<file path="config.mk">
export PLATFORM = sky130hd
export DESIGN_NAME = ukvt_cell
export DESIGN_NICKNAME = d
export VERILOG_FILES = /design/src/hw/rtl/ukvt_pkg.sv /design/src/hw/rtl/ukvt_cell.sv
export SDC_FILE = /design/constraint.sdc
export NUM_CORES = 1
export LEC_CHECK = 0
export CORE_ASPECT_RATIO = 1.2
export CORE_MARGIN = 4
export CORE_UTILIZATION = 40
export CTS_BUF_LIST = sky130_fd_sc_hd__clkbuf_8
export DETAILED_ROUTE_END_ITERATION = 7
export DONT_BUFFER_PORTS = 1
export MAX_ROUTING_LAYER = met4
export PLACE_DENSITY = 0.61
export REMOVE_ABC_BUFFERS = 1
export SKIP_LAST_GASP = 1
export SLEW_MARGIN = 20
export SYNTH_ARGS = -nofsm -noshare
export SYNTH_HDL_FRONTEND = slang
export SYNTH_SLANG_ARGS = --single-unit
export TNS_END_PERCENT = 20
</file>
<file path="constraint.sdc">
create_clock -name clk -period 4.8 [get_ports clk]
set_input_delay 0.72 -clock clk [delete_from_list [all_inputs] [get_ports clk]]
set_output_delay 0.72 -clock clk [all_outputs]
set_load 0.02 [all_outputs]
</file>
<file path="src/hw/rtl/ukvt_pkg.sv">
// Shared codes and token control type for the key/value table.
package ukvt_pkg;

	localparam logic [1:0] ACT_PUT   = 2'd0;
	localparam logic [1:0] ACT_TAKE  = 2'd1;
	localparam logic [1:0] ACT_CLEAR = 2'd2;

	localparam logic [1:0] ST_OK    = 2'd0;
	localparam logic [1:0] ST_NOKEY = 2'd1;
	localparam logic [1:0] ST_EMPTY = 2'd2;
	localparam logic [1:0] ST_FULL  = 2'd3;

	// Control part of the search token that walks down the cell row.
	typedef struct packed {
		logic valid;
		logic take;
		logic hit;
	} tok_ctrl_t;

endpackage

</file>
<file path="src/hw/rtl/ukvt_cell.sv">
// One table slot: holds an entry and passes the search token to the next slot.
module ukvt_cell import ukvt_pkg::*; #(
	parameter int IDX        = 0,
	parameter int CW         = 7,
	parameter int KEY_BITS   = 16,
	parameter int VALUE_BITS = 16
) (
	input  logic                  clk,
	input  logic                  arst_n,
	input  logic [CW-1:0]         count,
	input  tok_ctrl_t             tok_in,
	input  logic [KEY_BITS-1:0]   tok_key_in,
	input  logic [VALUE_BITS-1:0] tok_val_in,
	output tok_ctrl_t             tok_out,
	output logic [KEY_BITS-1:0]   tok_key_out,
	output logic [VALUE_BITS-1:0] tok_val_out,
	input  logic                  pull_in,
	input  logic [KEY_BITS-1:0]   nbr_key,
	input  logic [VALUE_BITS-1:0] nbr_val,
	output logic                  pull_out,
	output logic [KEY_BITS-1:0]   key_out,
	output logic [VALUE_BITS-1:0] val_out
);

	logic [KEY_BITS-1:0]   key_q;
	logic [VALUE_BITS-1:0] val_q;
	tok_ctrl_t             tok_q;
	logic [KEY_BITS-1:0]   tok_key_q;
	logic [VALUE_BITS-1:0] tok_val_q;
	logic                  live;
	logic                  is_tail;
	logic                  match;

	always_comb begin
		live     = CW'(IDX) < count;
		is_tail  = CW'(IDX) == count;
		match    = live && (key_q == tok_key_in);
		// after a removal every later live slot moves up one place
		pull_out = tok_in.valid && tok_in.take && tok_in.hit && live;
	end

	always_ff @(posedge clk) begin
		if (tok_in.valid) begin
			if (!tok_in.take) begin
				if (match) begin
					val_q <= tok_val_in;
				end else if (is_tail && !tok_in.hit) begin
					key_q <= tok_key_in;
					val_q <= tok_val_in;
				end
			end
		end else if (pull_in) begin
			key_q <= nbr_key;
			val_q <= nbr_val;
		end
	end

	always_ff @(posedge clk) begin
		tok_key_q <= tok_key_in;
		tok_val_q <= (tok_in.take && match && !tok_in.hit) ? val_q : tok_val_in;
	end

	always_ff @(posedge clk or negedge arst_n) begin
		if (!arst_n) begin
			tok_q <= '0;
		end else begin
			tok_q.valid <= tok_in.valid;
			tok_q.take  <= tok_in.take;
			tok_q.hit   <= tok_in.valid && (tok_in.hit || match);
		end
	end

	assign tok_out     = tok_q;
	assign tok_key_out = tok_key_q;
	assign tok_val_out = tok_val_q;
	assign key_out     = key_q;
	assign val_out     = val_q;

endmodule

</file>
After elaboration in Yosys (flattened, before gate mapping)
Cells that the tools add are included.
- $add $sub $neg: 0
- $mul: 0
- divide/modulo/power cells: 0
- order comparisons: 1
- equality and inequality tests: 5
- shift operators: 0
- mux-type cells: 11
- bitwise operators: 0
- reductions and logical operators: 14
- operator list (cell ; count):
    $mux 16 ; 11
    $eq 16x16->1 ; 1
    $logic_and 1x1->1 ; 8
    $logic_not 7->1 ; 1
    $lt 1x7->1 const A ; 1
    $ne 2x2->1 const B ; 2
    $reduce_and 4->1 ; 1
    $ne 3x1->1 const B ; 1
    $reduce_and 3->1 ; 1
    $ne 2x1->1 const B ; 1
    $reduce_bool 2->1 ; 1
    $logic_not 1->1 ; 1
    $logic_or 1x1->1 ; 1
- register bits after elaboration: 67
- bits in latches: 0
- bits in writable memories: 0
- ROM bits: 0
- bits of input ports: 77
- output and inout port bits: 68
- word-level logic and storage cells: 38
- memories kept: 0

Depth between registers and ports, before layout
- word-level depth: 6
- gate-level depth with buffers: 6
- gate-level depth less buffers: 5

Least setup slack after synthesis
Ideal clock, no wire load.
- path kind: input to register
- start point: input tok_key_in[11]
- end point: register val_q[0] (netlist: val_out[0]), enable pin
- arrival time: 2.475 ns
- data required time: 4.406 ns
- slack: 1.930 ns
- cell stages on the path: 5
- path buffers: 0
- cell sequence: xor2_1 -> nor4_1 -> nand3_1 -> or2_2 -> o211ai_1
- cells in the longest elaborated chain, start to end: 4
- RTL lines (item ; RTL line ; source):
    start: declaration ; ukvt_cell.sv:12 ; input logic [KEY_BITS-1:0] tok_key_in,
    $eq 16x16->1 ; ukvt_cell.sv:37 ; match = live && (key_q == tok_key_in);
    $logic_and 1x1->1 ; ukvt_cell.sv:37 ;
    $ne 3x1->1 (no source line) ; - ;
    $reduce_and 3->1 (no source line) ; - ;
    end signal: assignment ; ukvt_cell.sv:46 ; val_q <= tok_val_in;
    end signal: assignment ; ukvt_cell.sv:49 ; val_q <= tok_val_in;
    end signal: assignment ; ukvt_cell.sv:54 ; val_q <= nbr_val;
    end: declaration ; ukvt_cell.sv:26 ; logic [VALUE_BITS-1:0] val_q;
Every way passes these cells.
A chain may end at the register's enable or synchronous reset.

Worst setup path in the final report
- start point: register key_q[8] (netlist: key_out[8])
- end point: register tok_val_q[4] (netlist: tok_val_out[4])
- cells in the longest elaborated chain, start to end: 5
- RTL lines (item ; RTL line ; source):
    start: declaration ; ukvt_cell.sv:25 ; logic [KEY_BITS-1:0] key_q;
    start signal: assignment ; ukvt_cell.sv:48 ; key_q <= tok_key_in;
    start signal: assignment ; ukvt_cell.sv:53 ; key_q <= nbr_key;
    $eq 16x16->1 ; ukvt_cell.sv:37 ;
    $logic_and 1x1->1 ; ukvt_cell.sv:37 ;
    $logic_and 1x1->1 (2 in series) ; ukvt_cell.sv:60 ; tok_val_q <= (tok_in.take && match && !tok_in.hit) ? val_q : tok_val_in;
    $mux 16 ; ukvt_cell.sv:60 ;
    end signal: assignment ; ukvt_cell.sv:60 ;
    end: declaration ; ukvt_cell.sv:29 ; logic [VALUE_BITS-1:0] tok_val_q;
Every way passes these cells.

==> results.py <==
metrics = {
    "run_status": {
        "status": "finished clean",
    },
    "setup_path": {
        "crit_chain": "xor2_1, nor4_1, nand3_1, nor4b_4, mux2_2",
        "crit_type": "reg2reg",
        "path_max_fanout": 16,
        "r2r_slack_ns": 2.04,
        "cpMaxStageDelayCell": "nor4b_4",
        "crit_path_end_kind": "flop",
        "crit_path_max_incr_delay_ns": 0.96,
        "worst_ep_required_time_ns": 5.01,
        "worstSetupStartpointType": "flop",
        "worstPathArrival_ns": 2.97,
    },
    "synthesis": {
        "synth_area_um2": 2510,
        "synth_cell_type_count": 21,
        "yosysWarnings": 0,
        "ys_ff_latch": 67,
        "yosysSeqAreaShare": 0.667,
        "syn-instance-count": 155,
        "synth_top_area_share": 0.382,
        "synthTopCellsByArea": "edfxtp_1 38%, dfxtp_1 25%, mux2_2 21%, xor2_1 5.6%, dfrtp_1 3.0%",
        "avgSynthCellArea_um2": 16.2,
        "synth_top_cell_by_area": "edfxtp_1",
    },
    "layout": {
        "drive_above_1_share": 0.373,
        "nets": 239,
        "final.fill_count": 575,
        "multi_input_area_um2": 806,
        "diodes": 0,
        "final_common_cell": "mux2_2",
        "final_area_um2": 2750,
        "regArea_um2": 1680,
        "area_growth_pct": 9.31,
        "layout_common_cells": "47 x mux2_2, 32 x edfxtp_1, 32 x dfxtp_1, 16 x xor2_1, 9 x clkbuf_8",
    },
    "die": {
        "fp.dieW_um": 80.3,
        "io_pins": 145,
        "core_area_um2": 6050,
        "start_util": 0.415,
        "rows": 31,
        "die_area_um2": 7620,
        "fp.dieH_um": 94.8,
    },
    "grt": {
        "gr-total-overflow": 0,
        "grt.total_usage": 0.145,
        "antenna_found_initial": 0,
        "grt_pass1_vias": 1581,
        "grt_max_degree": 38,
        "grt_pass1_wl_um": 7750,
    },
    "cts": {
        "clk_pin_slew_ns": 0.07,
        "cts.sinks": 67,
        "clock_path_buffers": 2,
        "cts_resized": 0,
        "post_cts_buffers": 0,
        "htreeDepth": 3,
        "clock_tree.root_cell": "clkbuf_8",
        "cts_hold_buf": 0,
        "cts_tree": "built",
        "clk_latency_ns": 0.32,
        "numCtsBuffers": 9,
    },
    "flow_run": {
        "maxCapViolations": 0,
    },
    "placed_design": {
        "placedInstanceArea_um2": 2600,
        "gp_congestion": 0.700,
        "io_buffers": 0,
        "dp_hpwl_um": 4090,
    },
    "routing": {
        "wl_um": 5240,
        "via_per_inst": 5.27,
        "via_count": 1307,
        "drtPass1Iterations": 3,
        "ant_nets": 0,
        "drt_first_iter_violations": 36,
        "drc_errors": 0,
        "post_drt_wl_per_cell_um": 21.1,
    },
    "sta": {
        "fmax_ghz": 0.362,
        "slew_headroom": 0.280,
        "period_share": 0.575,
        "whs_ns": 0.0947,
        "hold_viol_final": 0,
        "setup_tns_ns": 0,
        "fin_skew_ns": 0.00888,
        "min_period_ns": 2.76,
        "setup_viol": 0,
        "report.final.slew_viol_count": 0,
        "worstMarginPinSlew_ns": 1.08,
        "rsz0062_at_grt": "no",
    },
    "power": {
        "leakagePower_nw": 0.990,
        "powerDensity_nw_per_um2": 409,
        "max-vdd-ir-drop_v": 0.000242,
    },
    "hold_path": {
        "worstHoldPathType": "in2async",
    },
}
## sequential cells by signal, indices dropped and copies added (netlist names)
signal and cells:
tok_key_out 16, tok_out 3, key_out 16, val_out 16, tok_val_out 16
## area by class of cell
type | instances | area share
sequential | 67 | 0.610
clock buffer | 9 | 0.0451
tap | 82 | 0.0374
timing repair buffer | 1 | 0.00273
inverter | 1 | 0.00137
multi-input combinational | 82 | 0.293
clock inverter | 6 | 0.00957
## critical path: cells and delay by family, from the launching register on
family                    cells  cell delay (ns)
muxes                         1             0.43
and+or+nand+nor               3             1.51
DFF                           1             0.52
xor gates and xnor gates      1             0.19
## metal layers
layer | global-route usage | up-vias | share of wire
met3 | 0.0773 | 9 | 0.14
met1 | 0.134 | 610 | 0.33
met2 | 0.241 | 109 | 0.51
met4 | 0.0718 | 0 | 0.017
li1 | - | 579 | -
met5 | - | - | 0
## path summary, 6_finish.rpt
check	from	endpoint	depth (start not counted)
max	key_out[8]	tok_val_out[4]	5
min	arst_n	tok_out[1]	0
max reg2reg	key_out[8]	tok_val_out[4]	5
min reg2reg	val_out[6]	tok_val_out[6]	1
max in group asynchronous	arst_n	tok_out[0]	0
min in group clk	tok_key_in[13]	tok_key_out[13]	0
## logic make-up (layout without fill, tap and decap cells)
group                     after synthesis  in the layout  share of synthesized area
AOI/OAI and AO/OA                       2              2                    0.00598
xor gates and xnor gates               16             16                     0.0558
buffers and inverters                   6             17                     0.0120
DFF                                    67             67                      0.667
muxes                                  48             48                      0.215
and+or+nand+nor                        16             16                     0.0438
## synth_stat cells (all sizes together)
master	count
and4	1
nand2	3
dfxtp	32
or2	1
nand3	1
buf	3
or3	1
nor4	5
nor4b	1
dfrtp	3
edfxtp	32
o211ai	1
inv	1
xor2	16
mux2	48
clkbuf	2
nor3	1
nand2b	2
a21boi	1
## per-stage QoR
step                      utilization  std cells  setup slack, ns  power (mW)
after floorplan                     -        150             1.93       0.759
after global placement          0.429        233             1.81       0.773
after detailed placement        0.429        233             1.73       0.777
after CTS                       0.454        248             1.91        1.14
after global routing            0.454        248             1.79        1.18
final                           0.454        248             2.04        1.12
## report_power, final
group	switching, mW	total (mW)	internal [mW]
logic	0.0198	0.0535	0.0338
clock network	0.185	0.361	0.176
registers	0.0659	0.708	0.642
Note: power is estimated with default switching activity, not from simulation.
